$ cat config.mk
export PLATFORM = sky130hd
export DESIGN_NAME = binary_object_stream_validator_core
export DESIGN_NICKNAME = d
export VERILOG_FILES = /design/src/hw/rtl/bosv_pkg.sv /design/src/hw/rtl/bosv_front.sv /design/src/hw/rtl/bosv_queue.sv /design/src/hw/rtl/bosv_parser.sv /design/src/hw/rtl/binary_object_stream_validator_core.sv
export VERILOG_INCLUDE_DIRS = /design/src /design/src/hw/rtl
export SDC_FILE = /design/constraint.sdc
export NUM_CORES = 2
export LEC_CHECK = 0
export BUFFER_PORTS_ARGS = -buffer_cell sky130_fd_sc_hd__buf_4
export CAP_MARGIN = 40
export CORE_UTILIZATION = 50
export DETAILED_ROUTE_END_ITERATION = 6
export PLACE_DENSITY = 0.68
export SETUP_SLACK_MARGIN = 0.4
export SYNTH_ARGS = -nofsm -noshare
export SYNTH_HDL_FRONTEND = slang
export SYNTH_SLANG_ARGS = --single-unit
$ cat constraint.sdc
create_clock -name clk -period 7.6 [get_ports clk]
set_clock_uncertainty 0.2 [all_clocks]
set_input_delay 1.9 -clock clk [delete_from_list [all_inputs] [get_ports clk]]
set_output_delay 1.9 -clock clk [all_outputs]
set_load 0.03 [all_outputs]
$ cat src/hw/rtl/binary_object_stream_validator_core_defines.svh
// ----------------------------------------------------------------------------
// Assertion macros for the object stream validator
// Shared helpers for concurrent checks, written once and used by the top level.
// ----------------------------------------------------------------------------
`ifndef BINARY_OBJECT_STREAM_VALIDATOR_CORE_DEFINES_SVH
`define BINARY_OBJECT_STREAM_VALIDATOR_CORE_DEFINES_SVH

// Implication checked on every clock edge outside reset.
`define BOSV_ASSERT_IMP(label, ante, cons, msg) \
  label: assert property (@(posedge clk) disable iff (!rst_n) (ante) |-> (cons)) \
    else $error(msg);

// Next-cycle implication checked outside reset.
`define BOSV_ASSERT_NEXT(label, ante, cons, msg) \
  label: assert property (@(posedge clk) disable iff (!rst_n) (ante) |=> (cons)) \
    else $error(msg);

`endif

$ cat src/hw/rtl/bosv_pkg.sv
// ----------------------------------------------------------------------------
// Object stream validator package
// Types, codes and tables shared by the front, the queue and the parser.
// ----------------------------------------------------------------------------
package bosv_pkg;

  localparam int MaxDepth = 16;
  localparam int LvlW     = $clog2(MaxDepth + 1);
  localparam int IdxW     = (MaxDepth > 1) ? $clog2(MaxDepth) : 1;
  localparam int QDepth   = 4;
  localparam int QPtrW    = $clog2(QDepth);

  localparam logic [2:0] ERR_OK      = 3'd0;
  localparam logic [2:0] ERR_SMALL   = 3'd1;
  localparam logic [2:0] ERR_SHORT   = 3'd2;
  localparam logic [2:0] ERR_OVERRUN = 3'd3;
  localparam logic [2:0] ERR_TYPE    = 3'd4;
  localparam logic [2:0] ERR_DEEP    = 3'd5;

  typedef enum logic [1:0] {
    PU_VALUE = 2'd0,
    PU_KEY   = 2'd1,
    PU_ARRAY = 2'd2,
    PU_OBJ   = 2'd3
  } purpose_t;

  // Beat passed from the front to the parser.
  typedef struct packed {
    logic       parse;    // byte lies inside the declared value region
    logic [7:0] data;
    logic       last;
    logic [2:0] pre_err;  // size or length verdict known at the front
  } qbeat_t;

  function automatic logic [3:0] fixed_len(input logic [3:0] code);
    logic [3:0] len;
    unique case (code)
      4'd1, 4'd2, 4'd6:         len = 4'd1;
      4'd3, 4'd7:               len = 4'd2;
      4'd4, 4'd8, 4'd10:        len = 4'd4;
      4'd5, 4'd9, 4'd11:        len = 4'd8;
      default:                  len = 4'd0;
    endcase
    return len;
  endfunction

endpackage

$ cat src/hw/rtl/bosv_front.sv
// ----------------------------------------------------------------------------
// Object stream validator front
// Reads the size header, counts bytes and tags each beat for the parser.
// ----------------------------------------------------------------------------
module bosv_front import bosv_pkg::*; (
  input  logic       clk,
  input  logic       rst_n,
  input  logic       in_tvalid,
  output logic       in_tready,
  input  logic [7:0] in_tdata,
  input  logic       in_tlast,
  output logic       q_valid,
  input  logic       q_ready,
  output qbeat_t     q_beat
);

  logic [1:0]  hdr_cnt_r, hdr_cnt_nxt;
  logic        hdr_done_r, hdr_done_nxt;
  logic [31:0] decl_r, decl_nxt;
  logic [32:0] cons_r, cons_nxt;
  logic [32:0] cons_inc;
  logic        acc;

  assign in_tready = q_ready;
  assign q_valid   = in_tvalid;
  assign acc       = in_tvalid && in_tready;
  assign cons_inc  = (cons_r == '1) ? cons_r : cons_r + 33'd1;

  always_comb begin
    hdr_cnt_nxt  = hdr_cnt_r;
    hdr_done_nxt = hdr_done_r;
    decl_nxt     = decl_r;
    if (!hdr_done_r) begin
      unique case (hdr_cnt_r)
        2'd0: decl_nxt[7:0]   = in_tdata;
        2'd1: decl_nxt[15:8]  = in_tdata;
        2'd2: decl_nxt[23:16] = in_tdata;
        default: decl_nxt[31:24] = in_tdata;
      endcase
      hdr_cnt_nxt  = hdr_cnt_r + 2'd1;
      hdr_done_nxt = (hdr_cnt_r == 2'd3);
    end
    cons_nxt = cons_inc;
    q_beat.data  = in_tdata;
    q_beat.last  = in_tlast;
    q_beat.parse = hdr_done_r && (decl_r >= 32'd5) && (cons_r < {1'b0, decl_nxt});
    if ((cons_inc < 33'd5) || (decl_nxt < 32'd5)) q_beat.pre_err = ERR_SMALL;
    else if (cons_inc < {1'b0, decl_nxt})        q_beat.pre_err = ERR_SHORT;
    else                                          q_beat.pre_err = ERR_OK;
  end

  always_ff @(posedge clk) begin
    if (!rst_n || (acc && in_tlast)) begin
      hdr_cnt_r  <= '0;
      hdr_done_r <= 1'b0;
      decl_r     <= '0;
      cons_r     <= '0;
    end else if (acc) begin
      hdr_cnt_r  <= hdr_cnt_nxt;
      hdr_done_r <= hdr_done_nxt;
      decl_r     <= decl_nxt;
      cons_r     <= cons_nxt;
    end
  end

endmodule

$ cat src/hw/rtl/bosv_queue.sv
// ----------------------------------------------------------------------------
// Object stream validator beat queue
// Small FIFO between the front and the parser.
// ----------------------------------------------------------------------------
module bosv_queue import bosv_pkg::*; (
  input  logic   clk,
  input  logic   rst_n,
  input  logic   wr_valid,
  output logic   wr_ready,
  input  qbeat_t wr_beat,
  output logic   rd_valid,
  input  logic   rd_ready,
  output qbeat_t rd_beat
);

  qbeat_t           mem [QDepth];
  logic [QPtrW-1:0] wp_r, rp_r;
  logic [QPtrW:0]   cnt_r;
  logic             wr, rd;

  assign wr_ready = (cnt_r != (QPtrW+1)'(QDepth));
  assign rd_valid = (cnt_r != '0);
  assign wr       = wr_valid && wr_ready;
  assign rd       = rd_valid && rd_ready;
  assign rd_beat  = mem[rp_r];

  always_ff @(posedge clk) begin
    if (wr) mem[wp_r] <= wr_beat;
  end

  always_ff @(posedge clk) begin
    if (!rst_n) begin
      wp_r  <= '0;
      rp_r  <= '0;
      cnt_r <= '0;
    end else begin
      if (wr) wp_r <= wp_r + 1'b1;
      if (rd) rp_r <= rp_r + 1'b1;
      cnt_r <= cnt_r + (QPtrW+1)'(wr) - (QPtrW+1)'(rd);
    end
  end

endmodule

$ cat src/hw/rtl/bosv_parser.sv
// ----------------------------------------------------------------------------
// Object stream validator parser
// Walks the typed value with a stack of open arrays and objects.
// ----------------------------------------------------------------------------
module bosv_parser import bosv_pkg::*; (
  input  logic       clk,
  input  logic       rst_n,
  input  logic       q_valid,
  output logic       q_ready,
  input  qbeat_t     q_beat,
  output logic       out_tvalid,
  input  logic       out_tready,
  output logic [7:0] out_tdata
);

  typedef enum logic [2:0] {
    S_TYPE, S_SKIP, S_PREFIX, S_LEN, S_POP, S_DONE
  } state_t;

  state_t          st_r;
  logic [63:0]     skip_r, len_r;
  logic [3:0]      pleft_r;
  logic [2:0]      bidx_r;
  purpose_t        pur_r;
  logic [LvlW-1:0] lvl_r;
  logic [2:0]      verd_r;
  logic            pend_last_r;
  logic [2:0]      pend_err_r;
  logic            ovalid_r;
  logic [2:0]      oerr_r;
  logic [63:0]     cnt_mem [MaxDepth];
  logic            kind_mem [MaxDepth];  // 1 array, 0 object
  logic [63:0]     top_cnt;
  logic            top_arr;
  logic [IdxW-1:0] top_idx;
  logic [63:0]     len_full;
  logic [63:0]     len_n;
  logic            take;
  logic            emit;
  logic [2:0]      fin_err;

  assign out_tvalid = ovalid_r;
  assign out_tdata  = {4'd0, oerr_r, (oerr_r == ERR_OK)};
  // A pop walk blocks new beats; a stored verdict waits for the output slot.
  assign q_ready    = (st_r != S_POP) && !pend_last_r && !(ovalid_r && !out_tready);
  assign take       = q_valid && q_ready;
  assign emit       = (st_r != S_POP) && pend_last_r && (!ovalid_r || out_tready);
  assign top_idx    = IdxW'(lvl_r - LvlW'(1));
  assign top_cnt    = cnt_mem[top_idx];
  assign top_arr    = kind_mem[top_idx];

  always_comb begin
    len_full = len_r;
    unique case (bidx_r)
      3'd0: len_full[7:0]   = q_beat.data;
      3'd1: len_full[15:8]  = q_beat.data;
      3'd2: len_full[23:16] = q_beat.data;
      3'd3: len_full[31:24] = q_beat.data;
      3'd4: len_full[39:32] = q_beat.data;
      3'd5: len_full[47:40] = q_beat.data;
      3'd6: len_full[55:48] = q_beat.data;
      default: len_full[63:56] = q_beat.data;
    endcase
    len_n = (st_r == S_PREFIX) ? {56'd0, q_beat.data} : len_full;
  end

  always_comb begin
    if (pend_err_r != ERR_OK)   fin_err = pend_err_r;
    else if (verd_r != ERR_OK)  fin_err = verd_r;
    else if (st_r != S_DONE)    fin_err = ERR_OVERRUN;
    else                        fin_err = ERR_OK;
  end

  always_ff @(posedge clk) begin
    if (!rst_n) begin
      st_r <= S_TYPE; skip_r <= '0; len_r <= '0; pleft_r <= '0; bidx_r <= '0;
      pur_r <= PU_VALUE; lvl_r <= '0; verd_r <= ERR_OK;
      pend_last_r <= 1'b0; pend_err_r <= ERR_OK; ovalid_r <= 1'b0; oerr_r <= ERR_OK;
    end else begin
      if (ovalid_r && out_tready && !emit) ovalid_r <= 1'b0;
      if (st_r == S_POP) begin
        // One stack level per cycle: decrement the top count or close it.
        if (lvl_r == '0) st_r <= S_DONE;
        else if (top_cnt != 64'd1) begin
          cnt_mem[top_idx] <= top_cnt - 64'd1;
          if (top_arr) st_r <= S_TYPE;
          else begin st_r <= S_PREFIX; pur_r <= PU_KEY; end
        end else lvl_r <= lvl_r - LvlW'(1);
      end else if (pend_last_r) begin
        if (emit) begin
          oerr_r <= fin_err; ovalid_r <= 1'b1; pend_last_r <= 1'b0;
          st_r <= S_TYPE; lvl_r <= '0; verd_r <= ERR_OK; pur_r <= PU_VALUE;
        end
      end else if (take) begin
        if (q_beat.parse && verd_r == ERR_OK) begin
          unique case (st_r)
            S_TYPE: begin
              if (q_beat.data == 8'd0) st_r <= S_POP;
              else if (q_beat.data < 8'd12) begin
                skip_r <= {60'd0, fixed_len(q_beat.data[3:0])};
                pur_r <= PU_VALUE; st_r <= S_SKIP;
              end else if (q_beat.data <= 8'd15) begin
                pur_r <= (q_beat.data == 8'd14) ? PU_ARRAY :
                         (q_beat.data == 8'd15) ? PU_OBJ : PU_VALUE;
                st_r <= S_PREFIX;
              end else verd_r <= ERR_TYPE;
            end
            S_SKIP: begin
              skip_r <= skip_r - 64'd1;
              if (skip_r == 64'd1) st_r <= (pur_r == PU_KEY) ? S_TYPE : S_POP;
            end
            S_PREFIX, S_LEN: begin
              if (st_r == S_PREFIX && q_beat.data >= 8'hFD) begin
                len_r <= '0; bidx_r <= '0;
                pleft_r <= (q_beat.data == 8'hFF) ? 4'd8 :
                           (q_beat.data == 8'hFE) ? 4'd4 : 4'd2;
                st_r <= S_LEN;
              end else if (st_r == S_LEN && pleft_r != 4'd1) begin
                len_r <= len_full; bidx_r <= bidx_r + 3'd1; pleft_r <= pleft_r - 4'd1;
              end else begin
                // Length complete: plain prefix byte or last length byte.
                if (pur_r == PU_VALUE || pur_r == PU_KEY) begin
                  if (len_n != 64'd0) begin skip_r <= len_n; st_r <= S_SKIP; end
                  else st_r <= (pur_r == PU_KEY) ? S_TYPE : S_POP;
                end else if (len_n == 64'd0) st_r <= S_POP;
                else if (lvl_r >= LvlW'(MaxDepth)) verd_r <= ERR_DEEP;
                else begin
                  cnt_mem[IdxW'(lvl_r)]  <= len_n;
                  kind_mem[IdxW'(lvl_r)] <= (pur_r == PU_ARRAY);
                  lvl_r <= lvl_r + LvlW'(1);
                  if (pur_r == PU_ARRAY) st_r <= S_TYPE;
                  else begin st_r <= S_PREFIX; pur_r <= PU_KEY; end
                end
              end
            end
            default: ;
          endcase
        end
        if (q_beat.last) begin
          pend_last_r <= 1'b1;
          pend_err_r  <= q_beat.pre_err;
        end
      end
    end
  end

endmodule

$ cat src/hw/rtl/binary_object_stream_validator_core.sv
// ----------------------------------------------------------------------------
// Binary object stream validator
// Checks a serialized typed object byte by byte and gives one verdict per buffer.
// ----------------------------------------------------------------------------
//  channel | dir | tdata (low bit up)             | tlast
//  in_     | in  | data_byte[7:0]                 | last_byte
//  out_    | out | is_valid, error_kind[2:0], pad  | -
//
// The front tags a beat in the cycle it is accepted and writes it to the
// queue, from whose registered storage the parser takes it. A beat that
// completes a value starts a pop walk that holds the parser while it closes
// finished stack levels; any other beat does not hold it. The parser marks
// the last beat pending and registers the verdict once any pop walk has ended
// and the output slot is free. Reset is synchronous; a full four-beat queue
// stalls the input, a held result stalls the parser.
`include "binary_object_stream_validator_core_defines.svh"
module binary_object_stream_validator_core import bosv_pkg::*; (
  input  logic       clk,
  input  logic       rst_n,
  input  logic       in_tvalid,
  output logic       in_tready,
  input  logic [7:0] in_tdata,   // [7:0] data_byte
  input  logic       in_tlast,
  output logic       out_tvalid,
  input  logic       out_tready,
  output logic [7:0] out_tdata   // [0] is_valid, [3:1] error_kind, [7:4] zero
);

  logic   fq_valid, fq_ready, qp_valid, qp_ready;
  qbeat_t fq_beat, qp_beat;

  bosv_front u_front (
    .clk, .rst_n, .in_tvalid, .in_tready, .in_tdata, .in_tlast,
    .q_valid(fq_valid), .q_ready(fq_ready), .q_beat(fq_beat)
  );

  bosv_queue u_queue (
    .clk, .rst_n, .wr_valid(fq_valid), .wr_ready(fq_ready), .wr_beat(fq_beat),
    .rd_valid(qp_valid), .rd_ready(qp_ready), .rd_beat(qp_beat)
  );

  bosv_parser u_parser (
    .clk, .rst_n, .q_valid(qp_valid), .q_ready(qp_ready), .q_beat(qp_beat),
    .out_tvalid, .out_tready, .out_tdata
  );

  `BOSV_ASSERT_IMP(a_valid_flag, out_tvalid,
                   out_tdata[0] == (out_tdata[3:1] == ERR_OK), "valid flag mismatch")
  `BOSV_ASSERT_IMP(a_err_range, out_tvalid, out_tdata[3:1] <= ERR_DEEP,
                   "error code out of range")
  `BOSV_ASSERT_NEXT(a_out_hold, out_tvalid && !out_tready,
                    out_tvalid && $stable(out_tdata), "result dropped")
endmodule
======== Word-level counts from Yosys, hierarchy flattened ========
Memories as Yosys holds them, arrays and structs flattened. A register that Yosys moved wholly into a read port is not among the register bits.
Cells that the tools add are included.
Widths: inputs -> output; s select.
cells by class
  add/sub/neg operators ................... 12
  order comparisons ....................... 9
  eq/ne operators ......................... 64
  muxes and demuxes ....................... 134
  bitwise logic cells ..................... 3
  reduce and logical (&&, ||, !) cells .... 61
operators by type and width
  operator               count
  $mux 64                10
  $pmux 64 s3            1
  $sub 64x1->64 const B  2
  $mux 3                 35
  $mux 8                 12
  $lt 33x32->1           2
  $mux 5                 13
  $eq 64x1->1 const B    1
  $logic_not 64->1       1
  $ne 64x1->1 const B    1
  $reduce_bool 64->1     1
  $reduce_or 64->1       1
  $mux 2                 25
  $add 33x1->33 const B  1
  $eq 33x33->1 const B   1
  $lt 33x3->1 const B    1
  $mux 33                1
  $ge 32x3->1 const B    1
  $lt 32x3->1 const B    1
  $mux 32                1
  $mux 1                 29
  $ne 4x2->1 const B     7
  $reduce_bool 3->1      8
  $reduce_and 11->1      2
  53 further kinds       125
word-level totals
  register bits ........................... 231
  memory bits (writable) .................. 1,092
  bits in read-only memories .............. 64
  bits of input ports ..................... 13
  logic and storage cells ................. 306
  memories ................................ 4
memory list
  memory             depth  width  read ports  clocked after Yosys merged registers in  wr ports  RTL line           text
  u_parser.cnt_mem   16     64     1           0                                        1         bosv_parser.sv:31  logic [63:0] cnt_mem [MaxDepth];
  (name not given)   16     4      1           0                                        0         bosv_pkg.sv:37     unique case (code)
  u_queue.mem        4      13     1           1                                        1         bosv_queue.sv:16   qbeat_t mem [QDepth];
  u_parser.kind_mem  16     1      1           0                                        1         bosv_parser.sv:32  logic kind_mem [MaxDepth];

======== Logic depth before layout (Yosys ltp) ========
  depth in word-level cells ............... 18
  gate-level depth with buffers ........... 25

======== Hierarchy ========
A second synthesis with hierarchy kept.
second synthesis, totals
  cells, all modules ...................... 4,223
  area, all modules ....................... 60,337.9 sq um
modules (own cells, without submodules)
  module       times used  cells each  area an instance (sq um)  sequential area each (sq um)
  bosv_parser  1           3,381       52,150.0                  34,332.9
  bosv_front   1           727         5,825.6                   1,361.3
  bosv_queue   1           115         2,362.3                   1,741.7

======== Least setup slack after synthesis ========
Ideal clock, no wire load.
  kind .................................... flip-flop to flip-flop
  from .................................... reg u_parser.lvl_r[0]
  to ...................................... mem u_parser.cnt_mem[10][0] (enable)
  arrival ................................. 7.778 ns
  data required time ...................... 6.906 ns
  slack ................................... -0.872 ns
  cell stages (with the launch flop) ...... 23
  path buffers ............................ 11
  path through ............................ dfxtp_1 buf_2 buf_6 buf_6 buf_2 clkinv_1 buf_1 ha_1 buf_2 clkbuf_1 buf_2 buf_2 buf_1 buf_1 mux4_2 mux2i_1 a21oi_1 ha_1 nand2b_1 or4b_1 nor3_1 o22a_1 nor2b_1
between the ends
  longest elaborated chain between the ends .. 15
  elaborated cells on any way between the ends .. 25
  those cells by class .................... 1 x add/sub; 1 x order compare; 1 x eq/ne; 19 x mux; 2 x reduce/logical; 1 x memory
RTL lines
  item                                        RTL line            text
  start: declaration                          bosv_parser.sv:25   logic [LvlW-1:0] lvl_r;
  start signal: assignment                    bosv_parser.sv:88   end else lvl_r <= lvl_r - LvlW'(1);
  start signal: assignment                    bosv_parser.sv:130  lvl_r <= lvl_r + LvlW'(1);
  $ge 5x5->1                                  bosv_parser.sv:126  else if (lvl_r >= LvlW'(MaxDepth)) verd_r <= ERR_DEEP;
  $mux 1                                      bosv_parser.sv:126
  $mux 1                                      bosv_parser.sv:125  end else if (len_n == 64'd0) st_r <= S_POP;
  $mux 1                                      bosv_parser.sv:122  if (pur_r == PU_VALUE || pur_r == PU_KEY) begin
  $mux 1                                      bosv_parser.sv:118  end else if (st_r == S_LEN && pleft_r != 4'd1) begin
  $mux 1                                      bosv_parser.sv:113  if (st_r == S_PREFIX && q_beat.data >= 8'hFD) begin
  $mux 1                                      bosv_parser.sv:96   unique case (st_r)
  $mux 1                                      bosv_parser.sv:95   if (q_beat.parse && verd_r == ERR_OK) begin
  $mux 1                                      bosv_parser.sv:94   end else if (take) begin
  $mux 1                                      bosv_parser.sv:89   end else if (pend_last_r) begin
  $mux 1                                      bosv_parser.sv:81   if (st_r == S_POP) begin
  $mux 1                                      bosv_parser.sv:75   if (!rst_n) begin
  $mux 1 (implied by the code)                bosv_parser.sv:128  cnt_mem[IdxW'(lvl_r)] <= len_n;
  $reduce_or 64->1 (no line)                  n/a
  $mux 4 (no line) or $mux 1 (tied branches)  n/a
  end: declaration                            bosv_parser.sv:31
Several ways; a longest one is shown, not always the timed one.

======== Worst setup path in the final report ========
  from .................................... reg u_parser.lvl_r[0]
  to ...................................... mem u_parser.cnt_mem[13][50] (data pin)
between the ends
  longest elaborated chain between the ends .. 15
  elaborated cells on any way between the ends .. 18
  those cells by class .................... 2 x add/sub; 1 x order compare; 13 x mux; 1 x reduce/logical; 1 x memory
RTL lines
  item                          RTL line
  $ge 5x5->1                    bosv_parser.sv:126
  $mux 1                        bosv_parser.sv:126
  $mux 1                        bosv_parser.sv:125
  $mux 1                        bosv_parser.sv:122
  $mux 1                        bosv_parser.sv:118
  $mux 1                        bosv_parser.sv:113
  $mux 1                        bosv_parser.sv:96
  $mux 1                        bosv_parser.sv:95
  $mux 1                        bosv_parser.sv:94
  $mux 1                        bosv_parser.sv:89
  $mux 1                        bosv_parser.sv:81
  $mux 1                        bosv_parser.sv:75
  $mux 1 (implied by the code)  bosv_parser.sv:128
  $reduce_or 64->1 (no line)    n/a
  $mux 64 (no line) (*)         n/a
Every way passes the cells marked *; elsewhere a longest branch is shown, timed or not.

==> results_dict.tcl <==
set metrics [dict create \
    gp_congestion 0.9282 \
    gr-total-overflow 0 \
    holdPathEnd "u_parser.skip_r[10]" \
    switching_power_mw 7.397 \
    slew_headroom 0.3676 \
    crit_path_end_kind "flop" \
    vias 37230 \
    io_pins 23 \
    required_ns 7.98 \
    crit_arrival_ns 6.85 \
    synth_area_um2 59420 \
    cap_violations 0 \
    yosysMostFrequentCell "edfxtp_1" \
    cts_hold_buf 0 \
    synth_commonest_cells "edfxtp_1, nor2_1, mux4_2" \
    reg2reg_from "u_parser.lvl_r[0]" \
    p_comb_frac 0.301 \
    cts_made_buffers 138 \
    holdPathStages 2 \
    synth_area_leaders "edfxtp_1, mux4_2, dfxtp_1, mux2i_1, nor2_1" \
    drt-pass1-iter-count 6 \
    wl_per_cell_um 26.18 \
    worst_pin_slew_ns 0.9452 \
    worstSetupPathType "flop to flop" \
    root_buffer "clkbuf_16" \
    grt_setup_unrepaired "no" \
    met1_length_mm 63.72 \
    wl_met2_mm 74.22 \
    drv_slew 0 \
    dieArea_um2 120200 \
    first_iter_violations 4585 \
    row_count 126 \
    crit_family "simple AND/OR/NAND/NOR gates" \
    clkTransAtPathRegs_ns 0.06 \
    power.total_mw 23.20 \
    grt_max_degree 99 \
    hold_class "flop to flop" \
    postLayoutCoreUtil 0.5658 \
    clkSinkCount 1319 \
    start_kind "flop" \
    via_per_inst 6.338 \
    routed_wl_mm 153.8 \
    p_per_area_nw_per_um2 347.8 \
    fin_crit_sh 0.8520 \
    place_hpwl_mm 95.10 \
    remaining_drc_errors 0 \
    synth_edf_count 1088 \
    status "complete, no violations" \
    synthCells 4153 \
    clkPwrFrac 0.292 \
    crit_chain "clkinv_1 -> ha_4 -> buf_4 -> mux4_2 -> mux4_2 -> a21oi_1 -> nand4_1 -> or2_1 -> nor4_2 -> buf_4 -> nand2_1 -> xnor2_1 -> o21ai_0 -> buf_4" \
    finalCriticalPeriod_ns 6.475 \
    design_area_um2 66720 \
    setup_violations 0 \
    sw_frac_of_total 0.3188 \
    grtUsageTotal 0.2553 \
    max_stage_delay_ns 0.79 \
    synth.distinct_cells 95 \
    syn_to_final_growth_pct 12.28 \
    antenna_found_initial 0 \
    htree_num_levels 4 \
    final_nets 4338 \
    placed_area_um2 62190 \
    fmax_mhz 154.4 \
    cp.buffers_inverters 4 \
    cts_tree "yes" \
    grt_pass1_wl_mm 231.7 \
    crit_slowest_cell "ha_4" \
    power.leakage_nw 21.72 \
    ctsResizeCount 0 \
    rrSetupSlack_ns 1.12 \
    synth_seq_cells 1319 \
    yosysSeqAreaShare 0.6276 \
    finalHoldViolations 0 \
    die_w_um 346.7 \
    clockBufferDepth 3 \
    die_h_um 346.7 \
    grt_pass1_vias 36090 \
    internal_power_mw 15.81 \
    wl_met3_mm 10.61 \
    initial_core_util 0.5039 \
    yosys_warnings 0 \
    synth_top_area_share 0.5498 \
    diodes 0 \
    postCtsSetupBuffers 0 \
    yosysTopAreaCell "edfxtp_1" \
    peakVddDrop_v 0.0002157 \
    async_flop_share 0 \
    ant_nets 0 \
    cp_max_fo 41 \
    hold_start "u_parser.skip_r[10]" \
    numPortBuffers 18 \
    clock_latency_ns 0.76 \
    topRoutingLayerUsed "met4" \
    core_area_um2 117900 \
    synthFlopType "edfxtp_1" \
    avgSynthCellArea_um2 14.31 \
    reg2reg_depth 14 \
    seqPwrFrac 0.407 \
    reg2reg_to "u_parser.cnt_mem[13][50]" \
    crit_top_cell "buf_4" \
    drive_gt1_frac 0.1807 \
]
## how the worst max path moves through the flow
stage | start | to | slack (ns) | depth (start not counted)
2_1_floorplan | u_parser.lvl_r[0] | u_parser.cnt_mem[8][0] | -0.81 | 22
3_3_place_gp | u_parser.lvl_r[0] | u_parser.cnt_mem[12][63] | 1.15 | 14
3_5_place_dp | u_parser.lvl_r[0] | u_parser.cnt_mem[2][50] | 1.20 | 14
4_1_cts | u_parser.lvl_r[0] | u_parser.cnt_mem[15][50] | 1.18 | 14
5_1_grt | u_parser.lvl_r[0] | u_parser.cnt_mem[9][50] | 0.91 | 13
6_report | u_parser.lvl_r[0] | u_parser.cnt_mem[13][50] | 1.12 | 14
## cell type report
class	instances	area, um^2
fillers	9189	51200
clock inverters	72	757.0
multi-input cells	2528	21000
repair buffers	200	1837
flip-flops and latches	1319	37300
well taps	1536	1922
inverters	43	162.7
clock buffers	176	3745
## per-layer routing
layer	vias to the layer above	track usage
met5	-	0
met4	0	0.09193
met2	1666	0.4145
met1	18880	0.3523
li1	16390	-
met3	295	0.03616
## kinds of logic (layout without fill, tap and decap cells)
| logic type | Yosys count | after routing | share of synthesized area |
|---|---|---|---|
| flip-flops | 1319 | 1319 | 0.6276 |
| AND/OR/NAND/NOR | 1172 | 1172 | 0.09782 |
| AO/OA/AOI/OAI | 638 | 638 | 0.06710 |
| multiplexers | 487 | 487 | 0.1444 |
| buffers and inverters | 309 | 491 | 0.02297 |
| XOR/XNOR | 132 | 132 | 0.01990 |
| adder cells (fa/ha/maj) | 95 | 95 | 0.02013 |
| other | 1 | 4 | 0.00006311 |
## stage by stage
step | worst slack (ns) | instances | TNS, ns | hold slack [ns]
after floorplan | -0.8099 | 4156 | -187.73 | 0.2306
after detailed placement | 1.198 | 5624 | 0 | 0.2491
after global placement | 1.153 | 5599 | 0 | 0.2433
final | 1.125 | 5874 | 0 | 0.2603
after global routing | 0.9086 | 5874 | 0 | 0.2780
after CTS | 1.180 | 5872 | 0 | 0.2626
## registers in the layout, summed over array words and instances (netlist names), 4 cells and up, named ones only
signal	cells
u_parser.cnt_mem	1024
u_parser.kind_mem	16
u_queue.mem	48
u_front.cons_r	33
u_parser.lvl_r	5
u_parser.len_r	64
u_parser.skip_r	64
u_front.decl_r	32
u_parser.pleft_r	4
## worst reg2reg max path, stage by stage (launching register included)
cell and delay (ns):
dfxtp_4 0.54, clkinv_1 0.21, ha_4 0.79, buf_4 0.56, mux4_2 0.39, mux4_2 0.54, a21oi_1 0.15, nand4_1 0.43
or2_1 0.57, nor4_2 0.69, buf_4 0.34, nand2_1 0.13, xnor2_1 0.16, o21ai_0 0.32, buf_4 0.29
## power groups by stage
stage                     clock [mW]  sequential (mW)  combinational, mW
after floorplan                    0             9.58               4.43
after global placement             0             9.60               6.70
after detailed placement           0             9.59               6.90
after CTS                       6.85             9.44               6.94
after global routing            7.12             9.45               7.49
final                           6.77             9.44               6.99
## cell usage in the layout (no fill, tap or decap), types with 120 or more instances in the layout
| cell type | instances |
|---|---|
| nor3_1 | 120 |
| buf_4 | 174 |
| a21oi_1 | 190 |
| nand2_1 | 224 |
| edfxtp_1 | 1088 |
| mux2i_1 | 171 |
| mux4_2 | 294 |
| clkbuf_16 | 145 |
| o21ai_0 | 164 |
| nor2_1 | 351 |
| dfxtp_1 | 230 |
(Power assumes the default switching activity.)
